`src/rtl/core/rgb_strip_hue_pattern_engine_core_assert.svh`:
```
// Assertion macros shared by the pattern engine core RTL.
`ifndef RGB_STRIP_HUE_PATTERN_ENGINE_CORE_ASSERT_SVH
`define RGB_STRIP_HUE_PATTERN_ENGINE_CORE_ASSERT_SVH

// Same-cycle implication, disabled while reset is low.
`define RSHPE_ASSERT_IMP(lbl, clk, rst_n, ante, cons) \
    lbl: assert property (@(posedge clk) disable iff (!(rst_n)) (ante) |-> (cons)) \
        else $error("rshpe: same-cycle check failed");

// Next-cycle implication, disabled while reset is low.
`define RSHPE_ASSERT_NXT(lbl, clk, rst_n, ante, cons) \
    lbl: assert property (@(posedge clk) disable iff (!(rst_n)) (ante) |=> (cons)) \
        else $error("rshpe: next-cycle check failed");

`endif

```
`src/rtl/core/rshpe_pkg.sv`:
```
// Shared types, constants and color functions of the pattern engine core.
`timescale 1ns / 1ps
package rshpe_pkg;

    localparam int NUM_STRIPS   = 4;   // strips emitted per updating step
    localparam int STORE_STRIPS = 4;   // strips held in the channel store

    localparam logic [1:0] STRIP_LAST = 2'(NUM_STRIPS - 1);

    localparam logic [10:0] HUE_FULL = 11'd1530;
    localparam logic [10:0] HUE_SEG1 = 11'd255;
    localparam logic [10:0] HUE_SEG2 = 11'd510;
    localparam logic [10:0] HUE_SEG3 = 11'd765;
    localparam logic [10:0] HUE_SEG4 = 11'd1020;
    localparam logic [10:0] HUE_SEG5 = 11'd1275;

    localparam logic [2:0] MODE_SWEEP  = 3'd0;
    localparam logic [2:0] MODE_MULTI  = 3'd1;
    localparam logic [2:0] MODE_STROBE = 3'd2;
    localparam logic [2:0] MODE_BEAT   = 3'd3;
    localparam logic [2:0] MODE_PFADE  = 3'd4;
    localparam logic [2:0] MODE_HFADE  = 3'd5;

    localparam logic [1:0] CFG_MODE   = 2'd0;
    localparam logic [1:0] CFG_TARGET = 2'd1;
    localparam logic [1:0] CFG_PHASE  = 2'd2;
    localparam logic [1:0] CFG_HALF   = 2'd3;

    localparam logic [2:0]  TGT_MAX        = 3'd4;
    localparam logic [15:0] HALF_RESET     = 16'd50000;
    localparam logic [7:0]  CH_RESET       = 8'd25;
    localparam logic [3:0]  PAL_FIRST      = 4'd1;
    localparam logic [3:0]  PAL_LAST       = 4'd8;

    typedef struct packed {
        logic [7:0] red;
        logic [7:0] green;
        logic [7:0] blue;
    } t_rgb;

    typedef t_rgb [STORE_STRIPS-1:0] t_strips;

    typedef struct packed {
        logic [2:0]  mode;
        logic [2:0]  target;
        logic [8:0]  phase_dist;
        logic [15:0] half;
    } t_cfg;

    typedef struct packed {
        logic        tick;
        logic        beat;
        logic [7:0]  level;
        logic [10:0] hue;
        logic        hue_valid;
    } t_item;

    typedef struct packed {
        t_strips     strips;
        logic [10:0] pos;
        logic [3:0]  pal;
        logic        phase;
        logic [15:0] cnt;
    } t_state;

    localparam t_rgb RGB_RESET = '{red: CH_RESET, green: CH_RESET, blue: CH_RESET};

    localparam t_rgb PALETTE [8] = '{
        '{red: 8'd255, green: 8'd255, blue: 8'd255},
        '{red: 8'd0,   green: 8'd255, blue: 8'd0},
        '{red: 8'd0,   green: 8'd0,   blue: 8'd255},
        '{red: 8'd0,   green: 8'd255, blue: 8'd255},
        '{red: 8'd255, green: 8'd20,  blue: 8'd100},
        '{red: 8'd255, green: 8'd0,   blue: 8'd0},
        '{red: 8'd255, green: 8'd255, blue: 8'd0},
        '{red: 8'd255, green: 8'd0,   blue: 8'd255}
    };

    // Hue wheel, saturating above the full turn; all three channels set.
    function automatic t_rgb hue_to_rgb(input logic [11:0] t_in);
        logic [10:0] t;
        t_rgb        c;
        t = (t_in > {1'b0, HUE_FULL}) ? HUE_FULL : t_in[10:0];
        c = '0;
        priority if (t <= HUE_SEG1) begin
            c = '{red: 8'd255, green: t[7:0], blue: 8'd0};
        end else if (t <= HUE_SEG2) begin
            c = '{red: 8'(HUE_SEG2 - t), green: 8'd255, blue: 8'd0};
        end else if (t <= HUE_SEG3) begin
            c = '{red: 8'd0, green: 8'd255, blue: 8'(t - HUE_SEG2)};
        end else if (t <= HUE_SEG4) begin
            c = '{red: 8'd0, green: 8'(HUE_SEG4 - t), blue: 8'd255};
        end else if (t <= HUE_SEG5) begin
            c = '{red: 8'(t - HUE_SEG4), green: 8'd0, blue: 8'd255};
        end else begin
            c = '{red: 8'd255, green: 8'd0, blue: 8'(HUE_FULL - t)};
        end
        return c;
    endfunction

endpackage

```
`src/rtl/core/rshpe_scale.sv`:
```
// Brightness scaler: each channel becomes channel * level / 255.
`timescale 1ns / 1ps
module rshpe_scale import rshpe_pkg::*; (
    input  t_rgb       i_color,
    input  logic [7:0] i_level,
    output t_rgb       o_color
);

    // x / 255 for x <= 255*255: estimate, then one compare-and-correct.
    function automatic logic [7:0] div255(input logic [15:0] x);
        logic [16:0] sum;
        logic [8:0]  q1;
        logic [16:0] prod;
        logic [16:0] rem;
        sum  = {1'b0, x} + 17'(x[15:8]);
        q1   = sum[16:8];
        prod = {q1, 8'd0} - 17'(q1);
        rem  = {1'b0, x} - prod;
        return (rem >= 17'd255) ? 8'(q1 + 9'd1) : q1[7:0];
    endfunction

    logic [15:0] w_r;
    logic [15:0] w_g;
    logic [15:0] w_b;

    assign w_r = 16'(i_color.red)   * 16'(i_level);
    assign w_g = 16'(i_color.green) * 16'(i_level);
    assign w_b = 16'(i_color.blue)  * 16'(i_level);

    assign o_color = '{red: div255(w_r), green: div255(w_g), blue: div255(w_b)};

endmodule

```
`src/rtl/core/rshpe_step.sv`:
```
// Next-state logic for one step: pattern update of the store and counters.
`timescale 1ns / 1ps
module rshpe_step import rshpe_pkg::*; (
    input  t_cfg   i_cfg,
    input  t_state i_state,
    input  t_item  i_item,
    output t_state o_state,
    output logic   o_emit,
    output logic   o_done
);

    function automatic t_strips paint(input t_strips st, input logic [2:0] s, input t_rgb c);
        t_strips res;
        res = st;
        if (s == 3'd0) begin
            res = {STORE_STRIPS{c}};
        end else if (s <= TGT_MAX) begin
            res[2'(s - 3'd1)] = c;
        end
        return res;
    endfunction

    logic [1:0]  w_tgt_idx;
    t_rgb        w_cur_tgt;
    logic [11:0] w_hue_in;
    t_rgb        w_hue_col;
    logic        w_pal_ok;
    t_rgb        w_pal_col;
    logic [3:0]  w_pal_adv;
    t_rgb        w_scl_in;
    t_rgb        w_scl_out;
    logic [11:0] w_pd1;
    logic [11:0] w_pd2;
    logic [11:0] w_pd3;
    logic [11:0] w_t [4];
    t_rgb        w_multi [4];
    logic [16:0] w_cnt_inc;
    logic [16:0] w_hp;
    logic        w_toggle;
    logic [7:0]  w_strobe_v;

    assign w_tgt_idx = (i_cfg.target == 3'd0) ? 2'd0 : 2'(i_cfg.target - 3'd1);
    assign w_cur_tgt = i_state.strips[w_tgt_idx];

    // Sweep paints the incremented position, hue fade the input hue.
    assign w_hue_in  = (i_cfg.mode == MODE_SWEEP) ? (12'(i_state.pos) + 12'd1)
                                                  : {1'b0, i_item.hue};
    assign w_hue_col = hue_to_rgb(w_hue_in);

    assign w_pal_ok  = (i_state.pal >= PAL_FIRST) && (i_state.pal <= PAL_LAST);
    assign w_pal_col = PALETTE[3'(i_state.pal - PAL_FIRST)];
    assign w_pal_adv = (i_state.pal >= PAL_FIRST && i_state.pal < PAL_LAST)
                       ? (i_state.pal + 4'd1) : PAL_FIRST;

    always_comb begin
        if (i_cfg.mode == MODE_PFADE) begin
            w_scl_in = w_pal_ok ? w_pal_col : w_cur_tgt;
        end else begin
            w_scl_in = i_item.hue_valid ? w_hue_col : w_cur_tgt;
        end
    end

    rshpe_scale u_scale (
        .i_color (w_scl_in),
        .i_level (i_item.level),
        .o_color (w_scl_out)
    );

    // Four-strip sweep: per-strip offsets, wrapped once past the full turn.
    assign w_pd1 = 12'(i_cfg.phase_dist);
    assign w_pd2 = {w_pd1[10:0], 1'b0};
    assign w_pd3 = w_pd1 + w_pd2;

    always_comb begin
        logic [11:0] offs [4];
        offs[0] = 12'd0;
        offs[1] = w_pd1;
        offs[2] = w_pd2;
        offs[3] = w_pd3;
        for (int k = 0; k < 4; k++) begin
            w_t[k] = 12'(i_state.pos) + offs[k];
            if (w_t[k] > 12'(HUE_FULL)) begin
                w_t[k] = w_t[k] - 12'(HUE_FULL);
            end
            w_multi[k] = hue_to_rgb(w_t[k]);
        end
    end

    // Strobe counter; a zero half period acts as one.
    assign w_cnt_inc  = {1'b0, i_state.cnt} + 17'd1;
    assign w_hp       = (i_cfg.half == 16'd0) ? 17'd1 : {1'b0, i_cfg.half};
    assign w_toggle   = i_item.tick && (w_cnt_inc >= w_hp);
    assign w_strobe_v = (i_state.phase ^ w_toggle) ? 8'd255 : 8'd0;

    always_comb begin
        o_state = i_state;
        o_emit  = 1'b0;
        o_done  = 1'b0;
        unique case (i_cfg.mode)
            MODE_SWEEP, MODE_MULTI: begin
                if (i_state.pos >= HUE_FULL) begin
                    o_state.pos = 11'd0;
                    o_emit      = 1'b1;
                    o_done      = 1'b1;
                end else if (i_item.tick) begin
                    o_emit      = 1'b1;
                    o_state.pos = i_state.pos + 11'd1;
                    if (i_cfg.mode == MODE_SWEEP) begin
                        o_state.strips = paint(i_state.strips, i_cfg.target, w_hue_col);
                    end else begin
                        for (int k = 0; k < 4; k++) begin
                            o_state.strips[k] = w_multi[k];
                        end
                    end
                end
            end
            MODE_STROBE: begin
                if (i_item.tick) begin
                    o_state.cnt = w_toggle ? 16'd0 : w_cnt_inc[15:0];
                end
                o_state.phase     = i_state.phase ^ w_toggle;
                o_state.strips[0] = '{red: w_strobe_v, green: w_strobe_v, blue: w_strobe_v};
                if (w_toggle) begin
                    o_state.strips = {STORE_STRIPS{o_state.strips[0]}};
                    o_emit         = 1'b1;
                end
            end
            MODE_BEAT: begin
                if (w_pal_ok) begin
                    o_state.strips = paint(i_state.strips, i_cfg.target, w_pal_col);
                end
                if (i_item.beat) begin
                    o_state.pal    = w_pal_adv;
                    o_state.strips = {STORE_STRIPS{o_state.strips[0]}};
                    o_emit         = 1'b1;
                end
            end
            MODE_PFADE: begin
                o_state.strips = paint(i_state.strips, i_cfg.target, w_scl_out);
                if (i_item.beat) begin
                    o_state.pal = w_pal_adv;
                end
                o_emit = 1'b1;
            end
            MODE_HFADE: begin
                o_state.strips = paint(i_state.strips, i_cfg.target, w_scl_out);
                o_state.strips = {STORE_STRIPS{o_state.strips[0]}};
                o_emit         = 1'b1;
            end
            default: begin
                o_emit = 1'b0;
            end
        endcase
    end

endmodule

```
`src/rtl/core/rshpe_emit.sv`:
```
// Result buffer: holds one snapshot of all strips and sends them in order.
`timescale 1ns / 1ps
`include "rgb_strip_hue_pattern_engine_core_assert.svh"
module rshpe_emit import rshpe_pkg::*; (
    input  logic       i_clk,
    input  logic       i_rst_n,
    input  logic       i_load,
    input  t_strips    i_strips,
    input  logic       i_done,
    input  logic       i_ready,
    output logic       o_free,
    output logic       o_valid,
    output logic [1:0] o_strip_number,
    output t_rgb       o_color,
    output logic       o_done,
    output logic       o_last
);

    logic       r_valid;
    logic       n_valid;
    logic [1:0] r_idx;
    logic [1:0] n_idx;
    t_strips    r_strips;
    logic       r_done;

    assign o_last = (r_idx == STRIP_LAST);
    assign o_free = !r_valid || (i_ready && o_last);

    always_comb begin
        n_valid = r_valid;
        n_idx   = r_idx;
        if (i_load) begin
            n_valid = 1'b1;
            n_idx   = 2'd0;
        end else if (r_valid && i_ready) begin
            n_valid = !o_last;
            n_idx   = r_idx + 2'd1;
        end
    end

    always_ff @(posedge i_clk) begin
        if (!i_rst_n) begin
            r_valid <= 1'b0;
            r_idx   <= 2'd0;
        end else begin
            r_valid <= n_valid;
            r_idx   <= n_idx;
        end
    end

    always_ff @(posedge i_clk) begin
        if (i_load) begin
            r_strips <= i_strips;
            r_done   <= i_done;
        end
    end

    assign o_valid        = r_valid;
    assign o_strip_number = r_idx;
    assign o_color        = r_strips[r_idx];
    assign o_done         = r_done;

    `RSHPE_ASSERT_NXT(a_load_starts, i_clk, i_rst_n, i_load, o_valid && r_idx == 2'd0)
    `RSHPE_ASSERT_NXT(a_drain_ends, i_clk, i_rst_n, o_valid && i_ready && o_last && !i_load, !o_valid)

endmodule

```
`src/rtl/core/rgb_strip_hue_pattern_engine_core.sv`:
```
// Top level of the RGB strip hue pattern engine core.
// The item is registered on transfer; when it commits, its results are loaded into
// the result buffer, and the buffer then offers them on the result channel.
// Throughput: one item per cycle when it makes no result; an updating step sends four
// strip results, one per cycle while i_out_ready is high; its item commits once the buffer is free.
// Reset (synchronous, active low): store all 25, sweep 0, palette 1, strobe cleared.
`timescale 1ns / 1ps
`include "rgb_strip_hue_pattern_engine_core_assert.svh"
module rgb_strip_hue_pattern_engine_core import rshpe_pkg::*; (
    input  logic        i_clk,
    input  logic        i_rst_n,
    // item channel
    input  logic        i_in_valid,
    output logic        o_in_ready,
    input  logic        i_tick,
    input  logic        i_beat,
    input  logic [7:0]  i_level,
    input  logic [10:0] i_hue,
    input  logic        i_hue_valid,
    // result channel
    output logic        o_out_valid,
    input  logic        i_out_ready,
    output logic [1:0]  o_strip_number,
    output logic [7:0]  o_red,
    output logic [7:0]  o_green,
    output logic [7:0]  o_blue,
    output logic        o_sweep_done,
    output logic        o_last,
    // configuration write channel
    input  logic        i_cfg_valid,
    output logic        o_cfg_ready,
    input  logic [1:0]  i_cfg_index,
    input  logic [15:0] i_cfg_data
);

    // Input register: one pending item, refilled on the cycle it commits.
    logic   r_in_valid;
    logic   n_in_valid;
    t_item  r_item;

    // Pattern state and configuration.
    t_state r_st;
    t_state w_st_next;
    t_cfg   r_cfg;

    logic   w_emit;
    logic   w_done;
    logic   w_snap_free;
    logic   w_commit;
    logic   w_load;
    logic   w_in_xfer;
    t_rgb   w_color;

    // An item commits when its snapshot can go into the result buffer,
    // which may be emptied by the final result transfer this same cycle.
    assign w_commit  = r_in_valid && (!w_emit || w_snap_free);
    assign w_load    = w_commit && w_emit;
    assign o_in_ready = !r_in_valid || w_commit;
    assign w_in_xfer = i_in_valid && o_in_ready;
    assign o_cfg_ready = 1'b1;

    always_comb begin
        n_in_valid = r_in_valid;
        if (w_in_xfer) begin
            n_in_valid = 1'b1;
        end else if (w_commit) begin
            n_in_valid = 1'b0;
        end
    end

    always_ff @(posedge i_clk) begin
        if (!i_rst_n) begin
            r_in_valid <= 1'b0;
        end else begin
            r_in_valid <= n_in_valid;
        end
    end

    always_ff @(posedge i_clk) begin
        if (w_in_xfer) begin
            r_item <= '{tick: i_tick, beat: i_beat, level: i_level,
                        hue: i_hue, hue_valid: i_hue_valid};
        end
    end

    rshpe_step u_step (
        .i_cfg   (r_cfg),
        .i_state (r_st),
        .i_item  (r_item),
        .o_state (w_st_next),
        .o_emit  (w_emit),
        .o_done  (w_done)
    );

    // State and configuration registers.
    always_ff @(posedge i_clk) begin
        if (!i_rst_n) begin
            r_st.strips <= {STORE_STRIPS{RGB_RESET}};
            r_st.pos    <= 11'd0;
            r_st.pal    <= PAL_FIRST;
            r_st.phase  <= 1'b0;
            r_st.cnt    <= 16'd0;
        end else if (w_commit) begin
            r_st <= w_st_next;
        end
    end

    always_ff @(posedge i_clk) begin
        if (!i_rst_n) begin
            r_cfg <= '{mode: MODE_SWEEP, target: 3'd0, phase_dist: 9'd0, half: HALF_RESET};
        end else if (i_cfg_valid && o_cfg_ready) begin
            unique case (i_cfg_index)
                CFG_MODE:   r_cfg.mode       <= i_cfg_data[2:0];
                CFG_TARGET: r_cfg.target     <= i_cfg_data[2:0];
                CFG_PHASE:  r_cfg.phase_dist <= i_cfg_data[8:0];
                CFG_HALF:   r_cfg.half       <= i_cfg_data;
                default:    r_cfg            <= r_cfg;
            endcase
        end
    end

    // Snapshot of the updated store, sent strip one first.
    rshpe_emit u_emit (
        .i_clk          (i_clk),
        .i_rst_n        (i_rst_n),
        .i_load         (w_load),
        .i_strips       (w_st_next.strips),
        .i_done         (w_done),
        .i_ready        (i_out_ready),
        .o_free         (w_snap_free),
        .o_valid        (o_out_valid),
        .o_strip_number (o_strip_number),
        .o_color        (w_color),
        .o_done         (o_sweep_done),
        .o_last         (o_last)
    );

    assign o_red   = w_color.red;
    assign o_green = w_color.green;
    assign o_blue  = w_color.blue;

    `RSHPE_ASSERT_IMP(a_pos_range, i_clk, i_rst_n, 1'b1, r_st.pos <= HUE_FULL)
    `RSHPE_ASSERT_IMP(a_pal_range, i_clk, i_rst_n, 1'b1, r_st.pal >= PAL_FIRST && r_st.pal <= PAL_LAST)
    `RSHPE_ASSERT_IMP(a_load_room, i_clk, i_rst_n, w_load, w_snap_free)

endmodule
```
`config.mk`:
```
export PLATFORM = sky130hd
export DESIGN_NAME = rgb_strip_hue_pattern_engine_core
export DESIGN_NICKNAME = d
export VERILOG_FILES = /design/src/rtl/core/rshpe_pkg.sv /design/src/rtl/core/rshpe_scale.sv /design/src/rtl/core/rshpe_step.sv /design/src/rtl/core/rshpe_emit.sv /design/src/rtl/core/rgb_strip_hue_pattern_engine_core.sv
export VERILOG_INCLUDE_DIRS = /design/src /design/src/rtl/core
export SDC_FILE = /design/constraint.sdc
export NUM_CORES = 2
export LEC_CHECK = 0
export ABC_AREA = 1
export BUFFER_PORTS_ARGS = -buffer_cell sky130_fd_sc_hd__buf_2
export CAP_MARGIN = 20
export CORE_ASPECT_RATIO = 1.1
export CORE_MARGIN = 5
export CORE_UTILIZATION = 25
export DETAILED_ROUTE_END_ITERATION = 6
export HOLD_SLACK_MARGIN = 0.06
export SLEW_MARGIN = 20
export SYNTH_ARGS = -nofsm -noshare
export SYNTH_HDL_FRONTEND = slang
export SYNTH_SLANG_ARGS = --single-unit
```
`constraint.sdc`:
```
create_clock -name i_clk -period 15.45 [get_ports i_clk]
set_clock_uncertainty 0.05 [all_clocks]
set_input_delay 0.7725 -clock i_clk [delete_from_list [all_inputs] [get_ports i_clk]]
set_output_delay 0.7725 -clock i_clk [all_outputs]
set_load 0.02 [all_outputs]
```
# Yosys cells after proc, flatten, opt, wreduce, memory -nomap -nowiden

Memory sizes are Yosys's and may differ from the RTL's.
Cells that the tools add are included.

Register bits after elaboration: 282
Bits in read-only memories: 192
Word-level logic and storage cells: 273
Memories kept: 1
Bits in latches: 0
Bits of input ports: 45
Memory bits (writable): 0
Output and inout bits: 31

Equality and inequality tests: 9
$lt $le $gt $ge: 48
Shifts and indexed selects: 0
$add $sub $neg: 52
Div/mod/pow operators: 0
Multipliers: 3
Reduce and logical (&&, ||, !) cells: 35
Bitwise logic cells: 3
Multiplexer cells: 81

Memories:

| memory          | depth | bits a word | rd ports | clocked after Yosys merged registers in | write ports | RTL line         | source |
|---|---|---|---|---|---|---|---|
| (no name shown) | 8     | 24          | 1        | 0                                       | 0           | rshpe_step.sv:51 | `assign w_pal_col = PALETTE[3'(i_state.pal - PAL_FIRST)];` |

Operators by type and width:

| cell                     | count |
|---|---|
| $mux W96                 | 11 |
| $mux W24                 | 33 |
| $pmux W96 S5             | 1 |
| $bwmux W96               | 3 |
| $sub A8 B8 Y8 const A    | 15 |
| $le A11 B10 Y1 const B   | 10 |
| $mux W107                | 1 |
| $bmux W24 S2             | 2 |
| $gt A12 B11 Y1 const B   | 8 |
| $sub A8 B8 Y8 const B    | 10 |
| $mux W11                 | 6 |
| $mux W12                 | 5 |
| $le A11 B11 Y1 const B   | 5 |
| $le A11 B8 Y1 const B    | 5 |
| $le A11 B9 Y1 const B    | 5 |
| $add A16 B8 Y17          | 3 |
| $ge A17 B8 Y1 const B    | 3 |
| $sub A16 B17 Y17         | 3 |
| $sub A17 B9 Y17          | 3 |
| $demux W24 S2            | 1 |
| $mul A8 B8 Y16           | 3 |
| $sub A12 B11 Y12 const B | 3 |
| $mux W16                 | 2 |
| $mux W8                  | 4 |
| 45 further kinds         | 86 |

# Longest topological paths before layout

Depth in word-level cells: 22
Gate-level depth with buffers: 96

# Modules after synthesis

From an unflattened synthesis, not the netlist that was laid out.

Cell total of the unflattened synthesis: 7886
Area, all modules: 46433.3 um^2

By module, submodules not included:

| module                            | cells each | seq. area each (um^2) | area an instance (um^2) | times used |
|---|---|---|---|---|
| rshpe_step                        | 4410       | 0.0                   | 21493.1                 | 1 |
| rshpe_scale                       | 2092       | 0.0                   | 12694.7                 | 1 |
| rgb_strip_hue_pattern_engine_core | 986        | 3863.7                | 8042.7                  | 1 |
| rshpe_emit                        | 398        | 2972.9                | 4202.8                  | 1 |

# Worst setup path before layout

OpenSTA, ideal clock, no wires.

Path type: register to register
Start point: register r_st[22] (netlist bit)
End point: register u_emit.r_strips[32] (netlist bit), data pin
Stages on the path, launching flop included: 79
Setup time: 255 ps
Data arrival time: 12992 ps
Path slack: 2153 ps
Cells stage by stage: dfxtp_1 -> ha_1 -> nand2_1 -> nor2_2 -> nand4_1 -> xor2_1 -> or2_0 -> nand2_4 -> nand2_4 -> buf_8 -> inv_1 -> nor2_1 -> inv_1 -> ha_1 -> clkbuf_1 -> inv_1 -> nor3_1 -> nand2_1 -> [43 not listed] -> a21oi_1 -> o21ai_0 -> a21oi_1 -> o21ai_0 -> nand2_1 -> nand2_1 -> a21oi_1 -> o21ai_0 -> nand2_1 -> nand2_1 -> xor2_1 -> nor4_1 -> nand3_4 -> xor2_2 -> o21ai_1 -> a21oi_2 -> nand3b_1 -> and2_1

RTL lines:

| element                | RTL line                                 | source |
|---|---|---|
| from (decl)            | rgb_strip_hue_pattern_engine_core.sv:42  | `t_state r_st;` |
| from (signal assigned) | rgb_strip_hue_pattern_engine_core.sv:104 | `r_st <= w_st_next;` |
| to (signal assigned)   | rshpe_emit.sv:53                         | `r_strips <= i_strips;` |
| to (decl)              | rshpe_emit.sv:23                         | `t_strips r_strips;` |

==> out/metrics.csv <==
stage,metric,value,unit
run_status,status,"complete, but fails checks",
run_status,violations,DRC,
finish,nets,7008,
finish,area_growth,11.3,%
logic_synthesis,ys_seq_area_share,16.8,%
placement,dpl_cell_area,43500,um^2
grt,antenna_found_initial,28,
critical_path,critPathCapture,u_emit.r_strips[40],
logic_synthesis,ys_ff_latch,282,
critical_path,crit_path_frequent_cell,nand2_1,
grt,grt_remaining_overflow,0,
sta,drv_slew,0,
floorplanning,core-area,162000,um^2
sta,fmax,68.8,MHz
sta,hold_slack,295,ps
logic_synthesis,synth_edf_count,119,
finish,n_fill_cell,18034,
sta,rsz0062_at_grt,yes,
grt,grt_max_degree,82,
grt,grt_pass1_wl,279000,um
logic_synthesis,synthesis.nets,7023,
critical_path,reg2reg_depth,79,
critical_path,required,15740,ps
logic_synthesis,syn_area_per_cell,6.23,um^2
logic_synthesis,yosysUniqueCellTypes,76,
floorplanning,pin_count,76,
critical_path,r2r_start,r_cfg[28],
placement,place_congestion,1.06,
grt,grt_pass1_vias,43661,
critical_path,rrSetupSlack,910,ps
critical_path,end_kind,flop,
hold_path,whs_path_depth,1,
floorplanning,start_util,25.1,%
cts,cts-root-buf,clkbuf_16,
sta,fin_crit,14540,ps
cts,clockBufferDepth,3,
placement,dp_hpwl,140000,um
route,first_pass_iters,7,
finish,most-common-layout-cells,"nand2_1 (1,430), inv_1 (956), o21ai_0 (608), a21oi_1 (602), nor2_1 (578)",
sta,slew_headroom,19.6,%
logic_synthesis,synthArstFlopShare,0,%
floorplanning,num_rows,155,
critical_path,crit_fanout,16,
placement,io_buffers,74,
critical_path,cp.arrival,14830,ps
critical_path,r2r-end,u_emit.r_strips[40],
floorplanning,die_y,433,um
critical_path,worstSetupPathType,reg -> reg,
finish,layout-drive-gt1-share,7.44,%
route,ant_nets,0,
cts,cts.sinks,282,
job,cap_violations,0,
critical_path,startpoint_type,flop,
sta,period_share,94.1,%
critical_path,slowest_stage,fa_1,
logic_synthesis,synthFlopType,dfxtp_1,
logic_synthesis,synth_area,40600,um^2
cts,cts_tree,done,
route,viasPerCell,5.35,
route,drc,14,
floorplanning,fp.dieW,394,um
route,vias,46314,
logic_synthesis,yosysWarnings,0,
sta,finalSetupTns,0,ps
sta,hold_viol,0,
sta,finalSetupViolCount,0,
logic_synthesis,syn_inst,6517,
route,routed_wl,189000,um
floorplanning,die-area,171000,um^2
finish,post-route-cell-area,45200,um^2
cts,clock_latency,620,ps
cts,htreeDepth,2,
grt,track_usage,21.2,%
hold_path,hp-class,in -> reg,
cts,clk_pin_slew_worst_paths,80,ps
cts,cts_buffers,38,
route,avgRoutedWirePerCell,21.8,um
finish,mostFrequentLayoutCell,nand2_1,
critical_path,slowest_delay,580,ps
sta,tightest_slew,1190,ps
route,drt_iter0_markers,5864,
critical_path,setup.worst_path.start,r_cfg[28],
[worst min path at each step]
stage                     slack (ps)          to  startpoint
after CTS                        270  r_item[20]      i_beat
after floorplan                  390   r_st[108]   r_st[108]
after global routing             280  r_item[20]      i_beat
final                            300  r_item[19]  i_level[7]
after global placement           400   r_st[108]   r_st[108]
after detailed placement         420   r_st[108]   r_st[108]
[per-layer routing]
layer | track usage [%] | share of wire (%) | up-vias
met5 | 0 | 0.022 | -
met4 | 14.8 | 8.6 | 8
met3 | 5.54 | 11 | 723
met2 | 32.5 | 42 | 2673
met1 | 26.1 | 38 | 21511
li1 | - | - | 21399
[cell usage after synthesis, types with 6 or more instances]
| cell | number | area [um^2] |
|---|---|---|
| clkinv_1 | 14 | 52.6 |
| o2111ai_1 | 8 | 70.1 |
| buf_2 | 16 | 80.1 |
| nand4_1 | 86 | 538 |
| nor3_1 | 65 | 325 |
| buf_1 | 19 | 71.3 |
| nand2_1 | 1437 | 5390 |
| fa_1 | 112 | 2240 |
| dfxtp_1 | 163 | 3260 |
| a31oi_1 | 26 | 163 |
| xor2_1 | 195 | 1710 |
| nand2_2 | 41 | 257 |
| o221ai_1 | 7 | 61.3 |
| buf_4 | 7 | 52.6 |
| a21oi_1 | 603 | 3020 |
| a21boi_1 | 6 | 45.0 |
| a22oi_1 | 18 | 135 |
| o211ai_1 | 85 | 638 |
| xnor2_1 | 30 | 263 |
| buf_6 | 6 | 67.6 |
| nand3b_1 | 13 | 97.6 |
| nand3_1 | 331 | 1660 |
| o21ai_0 | 618 | 3090 |
| and2_1 | 10 | 62.6 |
| nor2_1 | 595 | 2230 |
| clkbuf_1 | 217 | 815 |
| o22ai_1 | 41 | 257 |
| o21ai_2 | 13 | 114 |
| xor2_2 | 8 | 130 |
| ha_1 | 349 | 4370 |
| a21oi_2 | 9 | 78.8 |
| or2_2 | 19 | 119 |
| nor4_1 | 7 | 43.8 |
| a211oi_1 | 38 | 285 |
| inv_2 | 18 | 67.6 |
| nor2_2 | 9 | 56.3 |
| o21ai_1 | 63 | 315 |
| inv_1 | 967 | 3630 |
| edfxtp_1 | 119 | 3570 |
| o21bai_1 | 34 | 255 |
| o31ai_1 | 7 | 52.6 |
| a21boi_0 | 14 | 105 |
[per-stage QoR]
| step | std cells | util [%] | worst slack [ps] |
|---|---|---|---|
| 2_1_floorplan | 6517 | - | 2150 |
| 3_3_place_gp | 8565 | 26.9 | 97.4 |
| 3_5_place_dp | 8565 | 26.9 | 50.8 |
| 4_1_cts | 8635 | 27.6 | 55.7 |
| 5_1_grt | 8651 | 27.9 | -60.0 |
| 6_report | 8659 | 27.9 | 912 |
[cell families after synthesis]
group | synth area share (%)
buffers and inverters | 12.0
XOR/XNOR | 5.18
adder cells (fa/ha/maj) | 16.3
AO/OA/AOI/OAI | 22.5
other | 0.00924
flip-flops | 16.8
AND/OR/NAND/NOR | 27.3
[flip-flops by register name, summed over array words and instances, names as in the netlist]
register,flops
u_emit.o_done,1
r_item,22
r_cfg,31
u_emit.r_strips,96
u_emit.o_strip_number,2
r_st,128
r_in_valid,1
u_emit.o_valid,1
[worst max-delay path, delay by kind of cell, from the launching register on]
| kind | cells | cell delay (ps) |
|---|---|---|
| buf+inv | 17 | 2120 |
| xor+xnor | 3 | 1010 |
| fa+ha+maj | 10 | 3940 |
| flops | 1 | 330 |
| simple gates | 34 | 4120 |
| compound gates | 15 | 2680 |
[what timing repair did]
item | in CTS | in global routing
setup buffers | 0 | 15
gates resized for setup | 1 | 56
setup endpoints to repair | 1 | 192
hold buffers | 0 | 0
pin swaps | 0 | 4
endpoints found under the hold margin | 0 | 0
[area by class of cell]
| cell class | instances | area [um^2] | share of cell area, % |
|---|---|---|---|
| inverters | 1000 | 3770 | 8.36 |
| flip-flops and latches | 282 | 6840 | 15.2 |
| well taps | 2119 | 2650 | 5.87 |
| clock buffers | 48 | 1050 | 2.32 |
| diodes | 8 | 20.0 | 0.0443 |
| clock inverters | 22 | 163 | 0.360 |
| multi-input cells | 4969 | 29200 | 64.7 |
| repair buffers | 211 | 1440 | 3.18 |
Power is not shown: default switching activity piles up to over one toggle a cycle in this logic, so the estimate is an artifact.
